$ cat src/hdl/owrw_pkg.sv
// Shared constants, codes and types of the one-wire reset and write unit.
package owrw_pkg;

	localparam int BITS_PER_BYTE = 8;
	localparam int TIMER_WIDTH   = 10;
	localparam int BYTE_W        = 8;
	localparam int CFG_W         = 10;
	localparam int CFG_IDX_W     = 3;
	localparam int OPCODE_W      = 2;
	localparam int PHASE_W       = 4;
	localparam int BIDX_W        = $clog2(BITS_PER_BYTE + 1);

	// opcodes
	localparam logic [OPCODE_W-1:0] OP_TICK  = 2'd0;
	localparam logic [OPCODE_W-1:0] OP_RESET = 2'd1;
	localparam logic [OPCODE_W-1:0] OP_WRITE = 2'd2;

	// configuration register indexes
	localparam logic [CFG_IDX_W-1:0] REG_RESET_LOW    = 3'd0;
	localparam logic [CFG_IDX_W-1:0] REG_PRES_WAIT    = 3'd1;
	localparam logic [CFG_IDX_W-1:0] REG_RESET_RECOV  = 3'd2;
	localparam logic [CFG_IDX_W-1:0] REG_ONE_LOW      = 3'd3;
	localparam logic [CFG_IDX_W-1:0] REG_ONE_RELEASE  = 3'd4;
	localparam logic [CFG_IDX_W-1:0] REG_ZERO_LOW     = 3'd5;
	localparam logic [CFG_IDX_W-1:0] REG_ZERO_RELEASE = 3'd6;

	// register reset values
	localparam logic [CFG_W-1:0] RST_RESET_LOW    = 10'd485;
	localparam logic [CFG_W-1:0] RST_PRES_WAIT    = 10'd65;
	localparam logic [CFG_W-1:0] RST_RESET_RECOV  = 10'd480;
	localparam logic [CFG_W-1:0] RST_ONE_LOW      = 10'd2;
	localparam logic [CFG_W-1:0] RST_ONE_RELEASE  = 10'd65;
	localparam logic [CFG_W-1:0] RST_ZERO_LOW     = 10'd65;
	localparam logic [CFG_W-1:0] RST_ZERO_RELEASE = 10'd5;

	// sequencer phases
	localparam logic [PHASE_W-1:0] PH_IDLE      = 4'd0;
	localparam logic [PHASE_W-1:0] PH_RST_LOW   = 4'd1;
	localparam logic [PHASE_W-1:0] PH_RST_WAIT  = 4'd2;
	localparam logic [PHASE_W-1:0] PH_RST_RECOV = 4'd3;
	localparam logic [PHASE_W-1:0] PH_WR_LOW    = 4'd4;
	localparam logic [PHASE_W-1:0] PH_WR_REL    = 4'd5;

	typedef struct packed {
		logic [CFG_W-1:0] reset_low_us;
		logic [CFG_W-1:0] presence_wait_us;
		logic [CFG_W-1:0] reset_recovery_us;
		logic [CFG_W-1:0] one_low_us;
		logic [CFG_W-1:0] one_release_us;
		logic [CFG_W-1:0] zero_low_us;
		logic [CFG_W-1:0] zero_release_us;
	} timing_t;

	typedef struct packed {
		logic [PHASE_W-1:0]     phase;
		logic [TIMER_WIDTH-1:0] slot_timer;
		logic [BIDX_W-1:0]      bit_index;
		logic [BYTE_W-1:0]      send_shift;
		logic                   presence_flag;
		logic                   line_drive;
	} bus_state_t;

endpackage

$ cat src/hdl/owrw_if.sv
// Valid/ready channel interfaces for command words and status words.
interface owrw_cmd_if;
	logic                            valid;
	logic                            ready;
	logic [owrw_pkg::OPCODE_W-1:0]   opcode;
	logic [owrw_pkg::BYTE_W-1:0]     tx_byte;
	logic                            line_level;

	modport source (output valid, output opcode, output tx_byte, output line_level,
		input ready);
	modport sink (input valid, input opcode, input tx_byte, input line_level,
		output ready);
endinterface

interface owrw_res_if;
	logic valid;
	logic ready;
	logic drive_low;
	logic busy_res;
	logic presence;
	logic done_res;

	modport source (output valid, output drive_low, output busy_res, output presence,
		output done_res, input ready);
	modport sink (input valid, input drive_low, input busy_res, input presence,
		input done_res, output ready);
endinterface

$ cat src/hdl/owrw_step.sv
// Next-state logic of the bus sequencer for one command or tick word.
module owrw_step (
	input  owrw_pkg::bus_state_t              cur,
	input  owrw_pkg::timing_t                 timing,
	input  logic [owrw_pkg::OPCODE_W-1:0]     opcode,
	input  logic [owrw_pkg::BYTE_W-1:0]       tx_byte,
	input  logic                              line_level,
	output owrw_pkg::bus_state_t              nxt,
	output logic                              done
);

	logic                              is_idle;
	logic [owrw_pkg::BIDX_W-1:0]       bit_next;
	logic [owrw_pkg::BYTE_W-1:0]       shift_next;

	assign is_idle    = (cur.phase == owrw_pkg::PH_IDLE);
	assign bit_next   = cur.bit_index + 1'b1;
	assign shift_next = cur.send_shift >> 1;

	always_comb begin
		nxt  = cur;
		done = 1'b0;
		if (opcode == owrw_pkg::OP_RESET && is_idle) begin
			nxt.line_drive = 1'b1;
			nxt.phase      = owrw_pkg::PH_RST_LOW;
			nxt.slot_timer = owrw_pkg::TIMER_WIDTH'(timing.reset_low_us);
		end else if (opcode == owrw_pkg::OP_WRITE && is_idle) begin
			nxt.send_shift = tx_byte;
			nxt.bit_index  = '0;
			nxt.line_drive = 1'b1;
			nxt.phase      = owrw_pkg::PH_WR_LOW;
			nxt.slot_timer = owrw_pkg::TIMER_WIDTH'(tx_byte[0] ? timing.one_low_us
				: timing.zero_low_us);
		end else if (opcode == owrw_pkg::OP_TICK && !is_idle) begin
			if (cur.slot_timer > owrw_pkg::TIMER_WIDTH'(1)) begin
				nxt.slot_timer = cur.slot_timer - 1'b1;
			end else begin
				case (cur.phase)
					owrw_pkg::PH_RST_LOW: begin
						nxt.line_drive = 1'b0;
						nxt.phase      = owrw_pkg::PH_RST_WAIT;
						nxt.slot_timer = owrw_pkg::TIMER_WIDTH'(timing.presence_wait_us);
					end
					owrw_pkg::PH_RST_WAIT: begin
						nxt.presence_flag = ~line_level;
						nxt.phase         = owrw_pkg::PH_RST_RECOV;
						nxt.slot_timer    = owrw_pkg::TIMER_WIDTH'(timing.reset_recovery_us);
					end
					owrw_pkg::PH_RST_RECOV: begin
						nxt.phase      = owrw_pkg::PH_IDLE;
						nxt.slot_timer = '0;
						done           = 1'b1;
					end
					owrw_pkg::PH_WR_LOW: begin
						nxt.line_drive = 1'b0;
						nxt.phase      = owrw_pkg::PH_WR_REL;
						nxt.slot_timer = owrw_pkg::TIMER_WIDTH'(cur.send_shift[0]
							? timing.one_release_us : timing.zero_release_us);
					end
					owrw_pkg::PH_WR_REL: begin
						nxt.bit_index  = bit_next;
						nxt.send_shift = shift_next;
						if (bit_next >= owrw_pkg::BIDX_W'(owrw_pkg::BITS_PER_BYTE)) begin
							nxt.phase      = owrw_pkg::PH_IDLE;
							nxt.slot_timer = '0;
							done           = 1'b1;
						end else begin
							nxt.line_drive = 1'b1;
							nxt.phase      = owrw_pkg::PH_WR_LOW;
							nxt.slot_timer = owrw_pkg::TIMER_WIDTH'(shift_next[0]
								? timing.one_low_us : timing.zero_low_us);
						end
					end
					default: begin
						nxt.phase      = owrw_pkg::PH_IDLE;
						nxt.line_drive = 1'b0;
						nxt.slot_timer = '0;
					end
				endcase
			end
		end
	end

endmodule

$ cat src/hdl/one_wire_reset_and_write_unit.sv
// Top level: one-wire bus master with reset/presence and LSB-first byte write.
// Latency: the status word for a command or tick word is written into the output
// register by the same clock edge that accepts the word.
// Throughput: one word per cycle; the sequencer state and the output register
// both update in the accepting cycle, so stalls come only from the result side.
// Reset (arst_n low): sequencer idle, bus released, timing registers at defaults.
module one_wire_reset_and_write_unit (
	input  logic                               clk,
	input  logic                               arst_n,
	input  logic                               cfg_we,
	input  logic [owrw_pkg::CFG_IDX_W-1:0]     cfg_index,
	input  logic [owrw_pkg::CFG_W-1:0]         cfg_data,
	owrw_cmd_if.sink                           cmd,
	owrw_res_if.source                         res
);

	owrw_pkg::timing_t    timing_q;
	owrw_pkg::bus_state_t state_q;
	owrw_pkg::bus_state_t state_next;
	logic                 step_done;
	logic                 cmd_fire;

	logic res_valid_q;
	logic drive_low_q;
	logic busy_q;
	logic presence_q;
	logic done_q;

	// A new word may enter whenever the output register is empty or draining.
	assign cmd.ready = !res_valid_q || res.ready;
	assign cmd_fire  = cmd.valid && cmd.ready;

	// Timing registers; indexes past the list are dropped.
	always_ff @(posedge clk or negedge arst_n) begin
		if (!arst_n) begin
			timing_q.reset_low_us      <= owrw_pkg::RST_RESET_LOW;
			timing_q.presence_wait_us  <= owrw_pkg::RST_PRES_WAIT;
			timing_q.reset_recovery_us <= owrw_pkg::RST_RESET_RECOV;
			timing_q.one_low_us        <= owrw_pkg::RST_ONE_LOW;
			timing_q.one_release_us    <= owrw_pkg::RST_ONE_RELEASE;
			timing_q.zero_low_us       <= owrw_pkg::RST_ZERO_LOW;
			timing_q.zero_release_us   <= owrw_pkg::RST_ZERO_RELEASE;
		end else if (cfg_we) begin
			case (cfg_index)
				owrw_pkg::REG_RESET_LOW:    timing_q.reset_low_us      <= cfg_data;
				owrw_pkg::REG_PRES_WAIT:    timing_q.presence_wait_us  <= cfg_data;
				owrw_pkg::REG_RESET_RECOV:  timing_q.reset_recovery_us <= cfg_data;
				owrw_pkg::REG_ONE_LOW:      timing_q.one_low_us        <= cfg_data;
				owrw_pkg::REG_ONE_RELEASE:  timing_q.one_release_us    <= cfg_data;
				owrw_pkg::REG_ZERO_LOW:     timing_q.zero_low_us       <= cfg_data;
				owrw_pkg::REG_ZERO_RELEASE: timing_q.zero_release_us   <= cfg_data;
				default: ;
			endcase
		end
	end

	// Sequencer next state for the word at the input.
	owrw_step u_step (
		.cur        (state_q),
		.timing     (timing_q),
		.opcode     (cmd.opcode),
		.tx_byte    (cmd.tx_byte),
		.line_level (cmd.line_level),
		.nxt        (state_next),
		.done       (step_done)
	);

	// Sequencer state: all of it is control, so all of it is reset.
	always_ff @(posedge clk or negedge arst_n) begin
		if (!arst_n) begin
			state_q.phase         <= owrw_pkg::PH_IDLE;
			state_q.slot_timer    <= '0;
			state_q.bit_index     <= '0;
			state_q.send_shift    <= '0;
			state_q.presence_flag <= 1'b0;
			state_q.line_drive    <= 1'b0;
		end else if (cmd_fire) begin
			state_q <= state_next;
		end
	end

	// Output register valid flag.
	always_ff @(posedge clk or negedge arst_n) begin
		if (!arst_n) begin
			res_valid_q <= 1'b0;
		end else if (cmd_fire) begin
			res_valid_q <= 1'b1;
		end else if (res.ready) begin
			res_valid_q <= 1'b0;
		end
	end

	// Status word payload, taken from the post-update state.
	always_ff @(posedge clk) begin
		if (cmd_fire) begin
			drive_low_q <= state_next.line_drive;
			busy_q      <= (state_next.phase != owrw_pkg::PH_IDLE);
			presence_q  <= state_next.presence_flag;
			done_q      <= step_done;
		end
	end

	assign res.valid     = res_valid_q;
	assign res.drive_low = drive_low_q;
	assign res.busy_res  = busy_q;
	assign res.presence  = presence_q;
	assign res.done_res  = done_q;

`ifndef NO_ASSERTIONS
	// The bus is never held low while the sequencer is idle.
	a_idle_released: assert property (@(posedge clk) disable iff (!arst_n)
		(state_q.phase == owrw_pkg::PH_IDLE) |-> !state_q.line_drive)
		else $error("bus driven low while idle");

	// A completion word always reports the sequencer as no longer busy.
	a_done_not_busy: assert property (@(posedge clk) disable iff (!arst_n)
		(res_valid_q && done_q) |-> !busy_q)
		else $error("done reported while still busy");

	// Commands and bad opcodes arriving while busy leave the sequencer untouched.
	a_busy_cmd_ignored: assert property (@(posedge clk) disable iff (!arst_n)
		(cmd_fire && cmd.opcode != owrw_pkg::OP_TICK
			&& state_q.phase != owrw_pkg::PH_IDLE) |=> $stable(state_q))
		else $error("command while busy changed state");

	// The bit counter never runs past the byte length.
	a_bit_index_range: assert property (@(posedge clk) disable iff (!arst_n)
		state_q.bit_index <= owrw_pkg::BIDX_W'(owrw_pkg::BITS_PER_BYTE))
		else $error("bit index out of range");
`endif

endmodule

$ cat src/flat_wrapper.sv
// flat-port wrapper written by rule: the top's interface ports become plain ports
module one_wire_reset_and_write_unit_flat 
  (clk, arst_n, cfg_we, cfg_index, cfg_data, cmd_valid, cmd_opcode, cmd_tx_byte, cmd_line_level, cmd_ready, res_valid, res_drive_low, res_busy_res, res_presence, res_done_res, res_ready);
  owrw_cmd_if cmd_i ();
  owrw_res_if res_i ();
  input  logic clk;
  input  logic arst_n;
  input  logic cfg_we;
  input  logic [owrw_pkg::CFG_IDX_W-1:0] cfg_index;
  input  logic [owrw_pkg::CFG_W-1:0] cfg_data;
  input wire logic [$bits(cmd_i.valid)-1:0] cmd_valid;
  input wire logic [$bits(cmd_i.opcode)-1:0] cmd_opcode;
  input wire logic [$bits(cmd_i.tx_byte)-1:0] cmd_tx_byte;
  input wire logic [$bits(cmd_i.line_level)-1:0] cmd_line_level;
  output wire logic [$bits(cmd_i.ready)-1:0] cmd_ready;
  output wire logic [$bits(res_i.valid)-1:0] res_valid;
  output wire logic [$bits(res_i.drive_low)-1:0] res_drive_low;
  output wire logic [$bits(res_i.busy_res)-1:0] res_busy_res;
  output wire logic [$bits(res_i.presence)-1:0] res_presence;
  output wire logic [$bits(res_i.done_res)-1:0] res_done_res;
  input wire logic [$bits(res_i.ready)-1:0] res_ready;
  assign cmd_i.valid = cmd_valid;
  assign cmd_i.opcode = cmd_opcode;
  assign cmd_i.tx_byte = cmd_tx_byte;
  assign cmd_i.line_level = cmd_line_level;
  assign cmd_ready = cmd_i.ready;
  assign res_valid = res_i.valid;
  assign res_drive_low = res_i.drive_low;
  assign res_busy_res = res_i.busy_res;
  assign res_presence = res_i.presence;
  assign res_done_res = res_i.done_res;
  assign res_i.ready = res_ready;
  one_wire_reset_and_write_unit u_core (.clk(clk), .arst_n(arst_n), .cfg_we(cfg_we), .cfg_index(cfg_index), .cfg_data(cfg_data), .cmd(cmd_i), .res(res_i));
endmodule
$ cat config.mk
export PLATFORM = sky130hd
export DESIGN_NAME = one_wire_reset_and_write_unit_flat
export DESIGN_NICKNAME = d
export VERILOG_FILES = /design/src/hdl/owrw_pkg.sv /design/src/hdl/owrw_if.sv /design/src/hdl/owrw_step.sv /design/src/hdl/one_wire_reset_and_write_unit.sv /design/src/flat_wrapper.sv
export SDC_FILE = /design/constraint.sdc
export NUM_CORES = 1
export LEC_CHECK = 0
export BUFFER_PORTS_ARGS = -buffer_cell sky130_fd_sc_hd__buf_2
export CORE_MARGIN = 2
export CORE_UTILIZATION = 60
export CTS_CLUSTER_SIZE = 10
export DETAILED_ROUTE_END_ITERATION = 6
export GPL_ROUTABILITY_DRIVEN = 0
export GPL_TIMING_DRIVEN = 0
export PLACE_DENSITY = 0.79
export SLEW_MARGIN = 20
export SYNTH_ARGS = -nofsm -noshare
export SYNTH_HDL_FRONTEND = slang
export SYNTH_SLANG_ARGS = --single-unit
$ cat constraint.sdc
create_clock -name clk -period 3.5 [get_ports clk]
set_clock_uncertainty 0.1 [all_clocks]
set_input_delay 0.7 -clock clk [delete_from_list [all_inputs] [get_ports clk]]
set_output_delay 0.7 -clock clk [all_outputs]
set_load 0.005 [all_outputs]
Word-level counts from Yosys, hierarchy flattened
Cells that the tools add are included.
{ "totals": {"ff_bits": 103, "inputBits": 29} }
{ "classes": {"add_sub_neg": 2, "magnitude_cmp": 2, "eq_ne": 14, "muxes": 24, "bitwise": 3, "n_reduce_logical": 26} }
{ "ops": {"columns": ["op", "n"], "rows": [
  ["13-bit case mux with 4 select lines", 1],
  ["14-bit 2-to-1 mux", 3],
  ["10-bit 2-to-1 mux", 4],
  ["28-bit 2-to-1 mux", 1],
  ["26-bit 2-to-1 mux", 1],
  ["2-bit AND reduction", 8],
  ["13-bit 2-to-1 mux", 1],
  ["12-bit 2-to-1 mux", 1],
  ["10-bit by 1-bit > comparator with 1-bit output, second input constant", 1],
  ["10-bit by 1-bit subtractor with 10-bit output, second input constant", 1],
  ["3-bit equality test, second input constant", 3],
  ["1-bit 2-to-1 mux", 9],
  ["4-bit by 2-bit equality test with 1-bit output, second input constant", 2],
  ["4-bit by 3-bit equality test with 1-bit output, second input constant", 2],
  ["3-bit by 2-bit equality test with 1-bit output, second input constant", 2],
  ["2-bit nonzero test", 3],
  ["5-bit AND reduction", 1],
  ["4-bit by 1-bit adder with 4-bit output, second input constant", 1],
  ["4-bit by 1-bit equality test with 1-bit output, second input constant", 1],
  ["4-bit greater-or-equal comparator, second input constant", 1],
  ["1-bit logical AND", 4],
  ["4-bit logical NOT", 1],
  ["4-bit 2-to-1 mux", 1],
  ["1-bit case mux with 2 select lines", 2],
  ["13 further kinds", 16]
]} }

Longest topological paths before layout
{ "depth": {"depth_word": 10, "depth_mapped": 8, "depth_no_buf": 7} }

Hierarchy
Synthesis repeated with hierarchy kept, for this count alone.
{ "unflattened": {"cells_unflattened": 490, "hier_area_um2": 5590.4} }
{ "modules_own_cells": {"columns": ["mod", "instances", "cells_each", "area_per_inst_um2"], "rows": [
  ["one_wire_reset_and_write_unit", 1, 225, 3906.2],
  ["owrw_step", 1, 265, 1684.1]
]} }

Worst setup path before layout
No wires, ideal clock.
{ "synth_timing": {"path_kind": "input -> register", "start": "input port res_ready", "end": "register u_core.state_q[15] (netlist name)", "setup_time_ns": 0.077, "t_arrival_ns": 1.889, "slack_ns": 1.434, "stages": 6, "n_path_buf": 0, "path_cell_list": "nand2b_1 > nand2_1 > clkinv_1 > nand2_1 > nor3_1 > a21oi_1"} }
{ "synth_via": {"elab_chain_len": 3} }
{ "synth_lines": {"columns": ["element", "line_no", "source"], "rows": [
  ["start, declared", "flat_wrapper.sv:21", "input wire logic [$bits(res_i.ready)-1:0] res_ready;"],
  ["1-bit logical OR", "one_wire_reset_and_write_unit.sv:30", "assign cmd.ready = !res_valid_q || res.ready;"],
  ["1-bit logical AND", "one_wire_reset_and_write_unit.sv:31", "assign cmd_fire = cmd.valid && cmd.ready;"],
  ["via u_core.cmd_fire", "one_wire_reset_and_write_unit.sv:21", "logic cmd_fire;"],
  ["2-bit AND reduction (no source line)", null, null],
  ["end signal, assigned", "one_wire_reset_and_write_unit.sv:78", "state_q <= state_next;"],
  ["end, declared", "one_wire_reset_and_write_unit.sv:18", "owrw_pkg::bus_state_t state_q;"]
]} }
The timed path passes the listed nets, and every way through them passes these cells.
A chain may end at the register's enable or synchronous reset.

Final worst setup path
{ "layout_timing": {"start": "register u_core.state_q[14] (netlist name)", "end": "register u_core.state_q[16] (netlist name)"} }
{ "layout_via": {"elab_chain_len": 5, "elab_cells_between_ends": 6, "classes_between": "1 x add/sub; 1 x order compare; 4 x mux"} }
{ "layout_lines": {"columns": ["element", "line_no", "source"], "rows": [
  ["10-bit by 1-bit subtractor with 10-bit output or 10-bit by 1-bit > comparator with 1-bit output (tied branches)", "owrw_step.sv:36, owrw_step.sv:35", null],
  ["10-bit 2-to-1 mux *", "owrw_step.sv:35", "if (cur.slot_timer > owrw_pkg::TIMER_WIDTH'(1)) begin"],
  ["28-bit 2-to-1 mux *", "owrw_step.sv:34", "end else if (opcode == owrw_pkg::OP_TICK && !is_idle) begin"],
  ["26-bit 2-to-1 mux *", "owrw_step.sv:27", "end else if (opcode == owrw_pkg::OP_WRITE && is_idle) begin"],
  ["14-bit 2-to-1 mux *", "owrw_step.sv:23", "if (opcode == owrw_pkg::OP_RESET && is_idle) begin"]
]} }
Every way passes the cells marked *; elsewhere a longest branch is shown, timed or not. The select of a mux whose other input is x is not followed.

==> impl_metrics.toml <==
[status]
status = "finished, final reports clean"

[synthesis]
avgSynthCellArea_um2 = 11.40
synth_commonest_cells = "dfrtp_1, mux2_2, mux2i_1, o21ai_0, a21oi_1"
synthCells = 469
synth_edf_count = 4
synth.area.top_cells = "dfrtp_1, mux2_2, dfstp_2"
ys_dominant_reg_cell = "dfrtp_1"
synth_top_area_frac = 0.3744
synth_cell_types = 60
synth_nets = 501
synth_warnings = 0
seq_area_frac_synth = 0.4902
syn_area_mm2 = 0.005348
yosysTopAreaCell = "dfrtp_1"
synth_most_common_cell = "dfrtp_1"
ys_ff_latch = 103
synth-async-reset-ratio = 0.9612

[setup_path]
crit_start = "u_core.state_q[14]"
slowest_delay_ns = 0.45
crit_path_max_fanout = 10
critPathSlowestCell = "dfrtp_1"
cp-end-kind = "flop"
crit_buf_inv = 2
critical_path.top_delay_family = "simple AND/OR/NAND/NOR gates"
cp.arrival_ns = 2.73
worstSetupStartpointType = "flop"
path_class = "reg2reg"
required_ns = 3.70
crit_path_cell_trace = "inv_1 > ha_1 > nor2_1 > nand4b_1 > nor2_4 > buf_2 > o21ai_0 > a21oi_1"
timing.rr.start = "u_core.state_q[14]"

[place]
portBuffers = 32
dp_hpwl_mm = 8.635
dp_worst_setup_slack_ns = 0.8419
post_dp_cell_area_mm2 = 0.005677
place_inst = 610

[floorplan]
fp.dieArea_mm2 = 0.009684
pin_count = 35
placementRows = 34
die_w_um = 98.41
core_area_mm2 = 0.008678
start_util = 0.6162
die_h_um = 98.41

[power_and_ir_drop]
peakVddDrop_uv = 300.6
finalPower_mw = 2.951
p_leak_nw = 2.344
powerDensity_mw_per_mm2 = 500.4

[finish]
fin_nets = 545
area_growth_pct = 10.29
drive_above_1_share = 0.3185
finalInstanceArea_mm2 = 0.005898
post-route-util = 0.6796
diodes = 0
fill_cells = 670
final-instance-count-excl-fill = 626

[drt]
totalWireLength_mm = 12.37
vias = 4091
drt_pass1_iterations = 5
drc_errors = 0
avgRoutedWirePerCell_um = 19.76
ant_nets = 0
first_iter_violations = 314
vias_per_cell = 6.535

[sta]
period_minus_slack_ns = 2.523
timing.slew.headroom = 0.3412
tightest_slew_ns = 0.9828
worst_hold_slack_ns = 0.04079
setup_slack_ns = 0.9770
fmax_mhz = 396.4
finalSetupViolations = 0
hold_viol_final = 0
rsz0062_at_grt = "false"
final.setup.tns_ns = 0
post-route-period-util = 0.7209
drv_slew = 0

[clock_tree]
cts_setup_buffers = 0
numClockSinks = 103
cts.htree.levels = 3
cts_tree = "done"
cts_resized = 0
clk_pin_slew_ns = 0.11
clock_latency_ns = 0.38
root_buffer = "clkbuf_8"
cts_buffers = 9
cts_buffer_depth = 2
hold_buffers = 0

[global_routing]
track_usage = 0.2655
grt_pass1_vias = 4002
grt_start_max_net_pins = 82
grt-ovfl-total = 0
grt_first_pass_wirelength_mm = 20.27
antenna_found_initial = 0

[min_path]
hold_path.class = "in2async"

[flow_run]
drv_cap = 0
==> power breakdown <==
group | switching [mW] | internal (mW)
logic | 0.258 | 0.276
registers | 0.152 | 1.44
clock network | 0.468 | 0.356
==> layer usage <==
metal  routed length [um]  part of all wire  GRT usage
met4                  272             0.022     0.1106
met3                  592             0.048    0.03651
met2                 5820              0.47     0.4155
met1                 5684              0.46     0.3755
met5                    0                 0          0
==> cell usage in the layout (no fill, tap or decap), types with 7 or more instances in the layout <==
| master | instances |
|---|---|
| o21ai_1 | 10 |
| dfrtp_1 | 80 |
| mux2_2 | 74 |
| mux2i_1 | 29 |
| dfstp_2 | 19 |
| clkbuf_8 | 9 |
| a21oi_1 | 22 |
| buf_2 | 40 |
| o22ai_1 | 16 |
| nand2_1 | 10 |
| nor3_1 | 16 |
| a211oi_1 | 7 |
| a22oi_1 | 17 |
| o21ai_0 | 27 |
| inv_1 | 8 |
| clkbuf_1 | 17 |
| nor2_1 | 19 |
==> kinds of logic (layout without fill, tap and decap cells) <==
kind of cell / after synthesis / in the layout / synth area share
xor gates and xnor gates: 4 / 4 / 0.006552
adders and majority gates: 3 / 3 / 0.007020
AOI/OAI and AO/OA: 126 / 126 / 0.1526
and+or+nand+nor: 92 / 92 / 0.1034
DFF: 103 / 103 / 0.4902
buffers and inverters: 38 / 87 / 0.03018
muxes: 103 / 103 / 0.2101
==> final timing paths <==
path	endpoint	slack, ns	depth (start not counted)
max	u_core.state_q[16]	0.98	8
min in group clk	u_core.state_q[1]	0.39	2
max reg2reg	u_core.state_q[16]	0.98	8
min reg2reg	u_core.timing_q[1]	0.42	1
min	u_core.state_q[1]	0.04	1
max in group asynchronous	u_core.timing_q[46]	2.59	2
==> flip-flops by register name (all words and copies together) (netlist names) <==
name / count
u_core.timing_q: 70
u_core.res.drive_low: 1
u_core.state_q: 28
u_core.res.presence: 1
u_core.res.busy_res: 1
u_core.res.done_res: 1
u_core.res.valid: 1
==> layout make-up <==
class	instances	area [um2]	share of cell area
plain buffers	29	127.6	0.02164
clock buffers	9	123.9	0.02100
clock inverters	7	97.59	0.01655
inverters	9	33.78	0.005728
multi-input cells	328	2565	0.4349
flip-flops and latches	103	2621	0.4444
well taps	108	135.1	0.02291
repair buffers	33	193.9	0.03288
No activity file was read; power rests on OpenSTA's default activity.
